### src/rtl/kis_pkg.sv
package kis_pkg;

  // Record store geometry.
  localparam int unsigned DEPTH = 64;
  localparam int unsigned IDX_W = $clog2(DEPTH);
  localparam int unsigned CNT_W = IDX_W + 1;

  // Field widths.
  localparam int unsigned KEY_W   = 32;
  localparam int unsigned TAG_W   = 16;
  localparam int unsigned REC_W   = KEY_W + TAG_W;
  localparam int unsigned SLOT_W  = 6;
  localparam int unsigned KIND_W  = 2;
  localparam int unsigned CAP_W   = 7;
  localparam int unsigned IN_DW   = 48;
  localparam int unsigned OUT_DW  = 56;
  localparam int unsigned CFG_AW  = 3;
  localparam int unsigned CFG_DW  = 32;

  // Capacity register value after reset.
  localparam logic [CAP_W-1:0] CAP_RESET = 7'd64;

  // Register index (paddr divided by four).
  localparam logic REG_CAPACITY = 1'b0;

  // Request actions.
  localparam logic ACT_ADD  = 1'b0;
  localparam logic ACT_SORT = 1'b1;

  // Result kinds.
  localparam logic [KIND_W-1:0] KIND_ADD   = 2'd0;
  localparam logic [KIND_W-1:0] KIND_REC   = 2'd1;
  localparam logic [KIND_W-1:0] KIND_EMPTY = 2'd2;

endpackage

### src/rtl/kis_ram.sv
module kis_ram #(
  parameter int unsigned WIDTH = 8,
  parameter int unsigned DEPTH = 16
) (
  input  logic                     clk_i,
  input  logic                     we_i,
  input  logic [$clog2(DEPTH)-1:0] waddr_i,
  input  logic [WIDTH-1:0]         wdata_i,
  input  logic                     re_i,
  input  logic [$clog2(DEPTH)-1:0] raddr_i,
  output logic [WIDTH-1:0]         rdata_o
);

  logic [WIDTH-1:0] mem_q [DEPTH];
  logic [WIDTH-1:0] rdata_q;

  always_ff @(posedge clk_i) begin
    if (we_i) begin
      mem_q[waddr_i] <= wdata_i;
    end
    if (re_i) begin
      rdata_q <= mem_q[raddr_i];
    end
  end

  assign rdata_o = rdata_q;

endmodule

### src/rtl/keyed_insertion_sorter_core.sv
// Keyed insertion sorter: a store of up to 64 records (32-bit area key plus
// 16-bit rectangle tag) held in one single-port-read record RAM.
// Requests arrive on the s_axis channel: tuser selects add (0) or sort (1),
// tdata carries the key and tag. Results leave on the m_axis channel with
// the result kind in tuser and tlast on the final result of each request.
// An add is accepted in the idle state; the execute state then writes the
// record (when there is room) and loads the reply into the output register.
// A sort of n records runs an in-place insertion sort in the RAM: each outer
// step loads a record, then compares it down the sorted part, shifting each
// larger record up a slot; the records are then read out through a read and
// a wait state each, as set by the record RAM's single registered read port.
// A sort of an empty store gives one result of kind 2.
// The capacity register sits at APB address 0; the user must write it only
// while the block is idle, which the block does not enforce. Reset empties
// the store (fill count zero) and sets capacity to 64; the RAM needs no
// clearing pass. A stalled receiver holds the result in the output register
// and the sequencer waits; one new request can still be taken while a reply waits.
module keyed_insertion_sorter_core (
  input  logic                             clk_i,
  input  logic                             rst_ni,
  // Request channel. tdata: area_key [31:0], rect_tag [47:32].
  input  logic                             s_axis_tvalid_i,
  output logic                             s_axis_tready_o,
  input  logic [kis_pkg::IN_DW-1:0]        s_axis_tdata_i,
  // tuser: action [0].
  input  logic [0:0]                       s_axis_tuser_i,
  // Result channel. tdata: accepted [0], slot_index [6:1], out_area [38:7],
  // out_tag [54:39], zero fill [55].
  output logic                             m_axis_tvalid_o,
  input  logic                             m_axis_tready_i,
  output logic [kis_pkg::OUT_DW-1:0]       m_axis_tdata_o,
  // tuser: kind [1:0].
  output logic [kis_pkg::KIND_W-1:0]       m_axis_tuser_o,
  output logic                             m_axis_tlast_o,
  // Configuration port.
  input  logic                             psel_i,
  input  logic                             penable_i,
  input  logic                             pwrite_i,
  input  logic [kis_pkg::CFG_AW-1:0]       paddr_i,
  input  logic [kis_pkg::CFG_DW-1:0]       pwdata_i,
  output logic [kis_pkg::CFG_DW-1:0]       prdata_o,
  output logic                             pready_o
);

  typedef enum logic [2:0] {
    ST_IDLE,
    ST_EXEC,
    ST_SRT_LOAD,
    ST_SRT_CMP,
    ST_SRT_PLACE,
    ST_RO_RD,
    ST_RO_WAIT
  } state_e;

  state_e                          state_q;
  logic [kis_pkg::CAP_W-1:0]       capacity_q;
  logic [kis_pkg::CNT_W-1:0]       fill_q;
  logic [kis_pkg::IDX_W-1:0]       j_q;
  logic [kis_pkg::IDX_W-1:0]       i_q;
  logic [kis_pkg::IDX_W-1:0]       p_q;
  logic [kis_pkg::REC_W-1:0]       hold_q;
  logic                            in_act_q;
  logic [kis_pkg::KEY_W-1:0]       in_key_q;
  logic [kis_pkg::TAG_W-1:0]       in_tag_q;

  logic                            m_valid_q;
  logic [kis_pkg::KIND_W-1:0]      m_kind_q;
  logic                            m_acc_q;
  logic [kis_pkg::SLOT_W-1:0]      m_slot_q;
  logic [kis_pkg::KEY_W-1:0]       m_area_q;
  logic [kis_pkg::TAG_W-1:0]       m_tag_q;
  logic                            m_last_q;

  logic                            ram_we;
  logic [kis_pkg::IDX_W-1:0]       ram_waddr;
  logic [kis_pkg::REC_W-1:0]       ram_wdata;
  logic                            ram_re;
  logic [kis_pkg::IDX_W-1:0]       ram_raddr;
  logic [kis_pkg::REC_W-1:0]       ram_rdata;

  logic [kis_pkg::CNT_W-1:0]       eff_cap;
  logic                            room;
  logic                            out_free;
  logic                            in_fire;
  logic                            cfg_wr;
  logic                            greater;
  logic                            done_j;
  logic                            ro_last;

  // Configuration port.
  assign pready_o = 1'b1;
  assign cfg_wr   = psel_i && penable_i && pwrite_i && pready_o
                    && (paddr_i[2] == kis_pkg::REG_CAPACITY);
  assign prdata_o = (paddr_i[2] == kis_pkg::REG_CAPACITY)
                    ? kis_pkg::CFG_DW'(capacity_q) : '0;

  always_ff @(posedge clk_i or negedge rst_ni) begin
    if (!rst_ni) begin
      capacity_q <= kis_pkg::CAP_RESET;
    end else if (cfg_wr) begin
      capacity_q <= pwdata_i[kis_pkg::CAP_W-1:0];
    end
  end

  assign eff_cap  = (kis_pkg::CNT_W'(capacity_q) > kis_pkg::CNT_W'(kis_pkg::DEPTH))
                    ? kis_pkg::CNT_W'(kis_pkg::DEPTH) : kis_pkg::CNT_W'(capacity_q);
  assign room     = fill_q < eff_cap;
  assign out_free = !m_valid_q || m_axis_tready_i;
  assign in_fire  = s_axis_tvalid_i && s_axis_tready_o;
  assign s_axis_tready_o = (state_q == ST_IDLE);

  // Records hold the key in the low bits and the tag above it.
  assign greater = ram_rdata[kis_pkg::KEY_W-1:0] > hold_q[kis_pkg::KEY_W-1:0];
  assign done_j  = ({1'b0, j_q} + kis_pkg::CNT_W'(1)) == fill_q;
  assign ro_last = ({1'b0, p_q} + kis_pkg::CNT_W'(1)) == fill_q;

  kis_ram #(
    .WIDTH (kis_pkg::REC_W),
    .DEPTH (kis_pkg::DEPTH)
  ) u_rec_ram (
    .clk_i   (clk_i),
    .we_i    (ram_we),
    .waddr_i (ram_waddr),
    .wdata_i (ram_wdata),
    .re_i    (ram_re),
    .raddr_i (ram_raddr),
    .rdata_o (ram_rdata)
  );

  // RAM port control. A shift writes slot i while the next compare reads
  // slot i-2, so the two ports never touch the same entry in one cycle.
  always_comb begin
    ram_we    = 1'b0;
    ram_waddr = '0;
    ram_wdata = '0;
    ram_re    = 1'b0;
    ram_raddr = '0;
    unique case (state_q)
      ST_EXEC: begin
        if (in_act_q == kis_pkg::ACT_ADD) begin
          if (out_free && room) begin
            ram_we    = 1'b1;
            ram_waddr = fill_q[kis_pkg::IDX_W-1:0];
            ram_wdata = {in_tag_q, in_key_q};
          end
        end else if (fill_q > kis_pkg::CNT_W'(1)) begin
          ram_re    = 1'b1;
          ram_raddr = kis_pkg::IDX_W'(1);
        end
      end
      ST_SRT_LOAD: begin
        ram_re    = 1'b1;
        ram_raddr = j_q - kis_pkg::IDX_W'(1);
      end
      ST_SRT_CMP: begin
        ram_we    = 1'b1;
        ram_waddr = i_q;
        if (greater) begin
          ram_wdata = ram_rdata;
          if (i_q != kis_pkg::IDX_W'(1)) begin
            ram_re    = 1'b1;
            ram_raddr = i_q - kis_pkg::IDX_W'(2);
          end
        end else begin
          ram_wdata = hold_q;
          if (!done_j) begin
            ram_re    = 1'b1;
            ram_raddr = j_q + kis_pkg::IDX_W'(1);
          end
        end
      end
      ST_SRT_PLACE: begin
        ram_we    = 1'b1;
        ram_waddr = '0;
        ram_wdata = hold_q;
        if (!done_j) begin
          ram_re    = 1'b1;
          ram_raddr = j_q + kis_pkg::IDX_W'(1);
        end
      end
      ST_RO_RD: begin
        ram_re    = 1'b1;
        ram_raddr = p_q;
      end
      default: begin
      end
    endcase
  end

  always_ff @(posedge clk_i or negedge rst_ni) begin
    if (!rst_ni) begin
      state_q   <= ST_IDLE;
      fill_q    <= '0;
      j_q       <= '0;
      i_q       <= '0;
      p_q       <= '0;
      hold_q    <= '0;
      in_act_q  <= kis_pkg::ACT_ADD;
      in_key_q  <= '0;
      in_tag_q  <= '0;
      m_valid_q <= 1'b0;
      m_kind_q  <= kis_pkg::KIND_ADD;
      m_acc_q   <= 1'b0;
      m_slot_q  <= '0;
      m_area_q  <= '0;
      m_tag_q   <= '0;
      m_last_q  <= 1'b0;
    end else begin
      if (m_valid_q && m_axis_tready_i) begin
        m_valid_q <= 1'b0;
      end
      unique case (state_q)
        ST_IDLE: begin
          if (in_fire) begin
            in_act_q <= s_axis_tuser_i[0];
            in_key_q <= s_axis_tdata_i[kis_pkg::KEY_W-1:0];
            in_tag_q <= s_axis_tdata_i[kis_pkg::KEY_W +: kis_pkg::TAG_W];
            state_q  <= ST_EXEC;
          end
        end
        ST_EXEC: begin
          if (in_act_q == kis_pkg::ACT_ADD) begin
            if (out_free) begin
              m_valid_q <= 1'b1;
              m_kind_q  <= kis_pkg::KIND_ADD;
              m_acc_q   <= room;
              m_slot_q  <= room ? kis_pkg::SLOT_W'(fill_q) : '0;
              m_area_q  <= '0;
              m_tag_q   <= '0;
              m_last_q  <= 1'b1;
              if (room) begin
                fill_q <= fill_q + kis_pkg::CNT_W'(1);
              end
              state_q <= ST_IDLE;
            end
          end else if (fill_q == '0) begin
            if (out_free) begin
              m_valid_q <= 1'b1;
              m_kind_q  <= kis_pkg::KIND_EMPTY;
              m_acc_q   <= 1'b0;
              m_slot_q  <= '0;
              m_area_q  <= '0;
              m_tag_q   <= '0;
              m_last_q  <= 1'b1;
              state_q   <= ST_IDLE;
            end
          end else if (fill_q == kis_pkg::CNT_W'(1)) begin
            p_q     <= '0;
            state_q <= ST_RO_RD;
          end else begin
            j_q     <= kis_pkg::IDX_W'(1);
            state_q <= ST_SRT_LOAD;
          end
        end
        ST_SRT_LOAD: begin
          hold_q  <= ram_rdata;
          i_q     <= j_q;
          state_q <= ST_SRT_CMP;
        end
        ST_SRT_CMP: begin
          if (greater) begin
            if (i_q == kis_pkg::IDX_W'(1)) begin
              state_q <= ST_SRT_PLACE;
            end else begin
              i_q <= i_q - kis_pkg::IDX_W'(1);
            end
          end else if (done_j) begin
            p_q     <= '0;
            state_q <= ST_RO_RD;
          end else begin
            j_q     <= j_q + kis_pkg::IDX_W'(1);
            state_q <= ST_SRT_LOAD;
          end
        end
        ST_SRT_PLACE: begin
          if (done_j) begin
            p_q     <= '0;
            state_q <= ST_RO_RD;
          end else begin
            j_q     <= j_q + kis_pkg::IDX_W'(1);
            state_q <= ST_SRT_LOAD;
          end
        end
        ST_RO_RD: begin
          state_q <= ST_RO_WAIT;
        end
        ST_RO_WAIT: begin
          // The RAM output holds while no new read is issued.
          if (out_free) begin
            m_valid_q <= 1'b1;
            m_kind_q  <= kis_pkg::KIND_REC;
            m_acc_q   <= 1'b0;
            m_slot_q  <= kis_pkg::SLOT_W'(p_q);
            m_area_q  <= ram_rdata[kis_pkg::KEY_W-1:0];
            m_tag_q   <= ram_rdata[kis_pkg::KEY_W +: kis_pkg::TAG_W];
            m_last_q  <= ro_last;
            if (ro_last) begin
              state_q <= ST_IDLE;
            end else begin
              p_q     <= p_q + kis_pkg::IDX_W'(1);
              state_q <= ST_RO_RD;
            end
          end
        end
        default: begin
          state_q <= ST_IDLE;
        end
      endcase
    end
  end

  assign m_axis_tvalid_o = m_valid_q;
  assign m_axis_tuser_o  = m_kind_q;
  assign m_axis_tlast_o  = m_last_q;
  assign m_axis_tdata_o  = {1'b0, m_tag_q, m_area_q, m_slot_q, m_acc_q};

`ifndef NO_ASSERTIONS
  a_fill_bounded: assert property (@(posedge clk_i) disable iff (!rst_ni)
    fill_q <= kis_pkg::CNT_W'(kis_pkg::DEPTH))
    else $error("fill count exceeds store depth");

  a_fill_step: assert property (@(posedge clk_i) disable iff (!rst_ni)
    !$stable(fill_q) |-> fill_q == $past(fill_q) + kis_pkg::CNT_W'(1))
    else $error("fill count changed by other than one");

  a_rec_in_range: assert property (@(posedge clk_i) disable iff (!rst_ni)
    (m_valid_q && m_kind_q == kis_pkg::KIND_REC) |->
      kis_pkg::CNT_W'(m_slot_q) < fill_q)
    else $error("sorted record position beyond fill count");

  a_accept_exec: assert property (@(posedge clk_i) disable iff (!rst_ni)
    in_fire |=> state_q == ST_EXEC)
    else $error("accepted request not executed");
`endif

endmodule

### config.mk
export PLATFORM = sky130hd
export DESIGN_NAME = keyed_insertion_sorter_core
export DESIGN_NICKNAME = d
export VERILOG_FILES = /design/src/rtl/kis_pkg.sv /design/src/rtl/kis_ram.sv /design/src/rtl/keyed_insertion_sorter_core.sv
export SDC_FILE = /design/constraint.sdc
export NUM_CORES = 2
export LEC_CHECK = 0
export BUFFER_PORTS_ARGS = -buffer_cell sky130_fd_sc_hd__buf_2
export CORE_MARGIN = 2
export CORE_UTILIZATION = 63
export DETAILED_ROUTE_END_ITERATION = 10
export PLACE_DENSITY = 0.8
export SKIP_CTS_REPAIR_TIMING = 1
export SLEW_MARGIN = 25
export SYNTH_ARGS = -nofsm -noshare
export SYNTH_HDL_FRONTEND = slang
export SYNTH_HIERARCHICAL = 1
export SYNTH_SLANG_ARGS = --single-unit
### constraint.sdc
create_clock -name clk_i -period 7.6 [get_ports clk_i]
set_input_delay 0.76 -clock clk_i [delete_from_list [all_inputs] [get_ports clk_i]]
set_output_delay 0.76 -clock clk_i [all_outputs]
set_load 0.03 [all_outputs]
==> metrics <==
outcome finished, final reports clean; residual DRC count 0; first-pass GRT wire length 536600 um; Slew Limit Fails 0; Seq cells post-synth 3311; Post-Syn Area 0.1294 mm2; PD cells 245.6 mW/mm2; worst slew pin tran 1.191 ns; Clock Path Buffers 4; Setup TNS 0 ns; boundary pin count 185; row cnt 166; post-synth top area share 72.42%; Synth Flop Type edfxtp_1; register area share after synthesis 76.11%; Pre-antenna DRT Iters 7; Crit Reg-Reg Endpoint u_rec_ram/rdata_o[15]; NumNets Final 6836; reg-to-reg setup timing slack 0.98 ns; Startpoint Class flip-flop; Hold Vio Cnt, Final 0; crit path time final 6.621 ns; drt via density 7.485; required time worst endpoint 8.31 ns; fin crit share 87.12%; number of synthesis warnings 6; count of final setup violators 0; Synth area leaders edfxtp_1 72%, mux4_2 12%, dfrtp_1 3.7%; GRT overflow 0; Hold Worst Slack 0.03009 ns; Routed Antenna Nets 0; initial antenna violation count 20; DP HPWL 197300 um; Die X-Extent 457.2 um; IO buf count 130; Synth-to-Final Area Change 12.47%; crit path from u_rec_ram/rdata_o[1]; Die Footprint 0.2090 mm2; Mapped Cells 6384; EDFF count, synth 3120; Max VDD drop 184.1 uV; leading area contributor after synthesis edfxtp_1; Setup CP Type reg -> reg; TritonCTS clock tree yes; die height 457.2 um; largest net degree at the start of global routing 122; worst min path class in -> reg; Worst slew margin 20.44%; CTS buffer count 334; via count 72121; Final Skew 0.07197 ns; LEAKAGE 36.44 nW; Avg Cell Area, Syn 20.27 um2; H-tree depth 5; Routed WL per cell 39.75 um; worst r2r src u_rec_ram/rdata_o[1]; Worst Path Max Fanout 14; final core occ 71.19%; Peak Freq 151.0 MHz; GRT Util Overall 36.76%; Root Buffer clkbuf_16; max-cap violations 0; reg2reg path depth 14; total chip power 35.74 mW; CTS clk-pin slew, worst paths 0.06 ns; layout cells sized above 1 25.49%; CORE AREA 0.2044 mm2; Distinct cells, synth 80; Total Wirelength 383000 um; clk sinks 3311; Starting Density 63.30%; CP Capture Point u_rec_ram/rdata_o[15]; Worst Path Arrival 7.33 ns; DRT iter0 DRCs 12702; placed insts 9044; RSZ-0062 raised after global routing false; routability cong. 0.9362; final cell count without fillers 9635; Skew-Pair Late Insertion Delay 0.98 ns; Worst Setup End Kind flip-flop; ys async rst share 5.769%; number of global-route vias before repair 71951
## critical path, stage by stage, from the launching register on
cell,delay [ns]
edfxtp_1,0.55
ha_1,0.37
nor2b_1,0.14
o211ai_1,0.16
a2111oi_0,0.16
o41ai_1,0.71
nand2_1,0.37
a211o_1,0.59
o21ai_4,0.94
nor2b_2,0.78
buf_4,0.44
nor3b_1,0.12
nor4_1,0.49
nor3_1,0.23
o211a_1,0.33
## worst min-delay path by stage
stage	start	to	slack [ns]	depth (start not counted)
after global routing	s_axis_tdata_i[10]	in_key_q[10]	0.01	2
after floorplan	hold_q[32]	hold_q[32]	0.45	2
after global placement	m_acc_q	m_acc_q	0.45	1
final	pwdata_i[1]	capacity_q[1]	0.03	2
after detailed placement	m_area_q[11]	m_area_q[11]	0.45	2
after CTS	rst_ni	capacity_q[5]	-0.06	1
## state kept, by name, indices dropped and copies added, names as in the netlist, 7 cells and up
signal             count
capacity_q             7
fill_q                 7
hold_q                48
in_key_q              32
in_tag_q              16
m_area_q              32
m_tag_q               16
u_rec_ram/mem_q     3072
u_rec_ram/rdata_o     48
## power breakdown
| group | switching, mW | internal (mW) | total, mW | leakage (nW) |
|---|---|---|---|---|
| registers | 0.00637 | 19.7 | 19.7 | 20.1 |
| clock network | 6.87 | 9.10 | 16.0 | 5.04 |
| logic | 0.0775 | 0.0350 | 0.112 | 11.3 |
| total | 6.96 | 28.8 | 35.7 | 36.4 |
## cell families (layout without fill, tap and decap cells)
family,count (synthesis),count (layout),share of synthesized area [%]
xor+xnor,26,26,0.1876
fa+ha+maj,48,48,0.4642
flops,3311,3311,76.11
buf+inv,469,996,1.927
other cells,2,38,0.005805
compound gates,643,643,3.699
mux,999,999,14.35
simple gates,886,886,3.253
## routing by layer
| metal | part of all wire, % | track usage (%) |
|---|---|---|
| met1 | 32 | 47.47 |
| met2 | 46 | 55.20 |
| met4 | 7.1 | 21.36 |
| met3 | 16 | 12.30 |
| met5 | 0.048 | 0 |
## stage by stage
stage / cell area [um2] / worst slack, ns
finish: 145500 / 0.9791
global route: 145500 / 0.9772
CTS: 145000 / 1.292
detailed placement: 134700 / 1.320
global placement: 134500 / 1.423
floorplan: 129500 / 1.093
## final cells by class
type                       instances  area [um2]
sequential                      3311       98470
fill                           10957       58870
multi-input combinational       2629       29650
clock buffer                     404        8838
timing repair buffer             363        3450
tap                             2688        3363
clock inverter                   171        1491
inverter                          58       217.7
antenna                           11       27.53
## cells in the final DEF, fill, tap and decap left out, drive strengths merged, types with 63 or more instances in the layout
cell type / n
mux2: 126
inv: 63
o21ai: 79
nand4: 80
buf: 362
o22ai: 130
nor2: 123
mux2i: 201
nand3: 162
clkinv: 127
dfrtp: 190
a221o: 81
edfxtp: 3120
mux4: 672
clkbuf: 404
nand2: 337
a22oi: 86
## cell usage after synthesis (80+ instances only)
master / count
o22ai_1: 130
nand3_1: 162
nand2_1: 337
a221o_1: 81
clkbuf_1: 178
mux4_2: 672
a22oi_1: 85
nor2_1: 121
edfxtp_1: 3120
dfrtp_1: 190
mux2_2: 126
mux2i_1: 201
nand4_1: 80
buf_2: 116
Power figures use the tool's default switching activity.
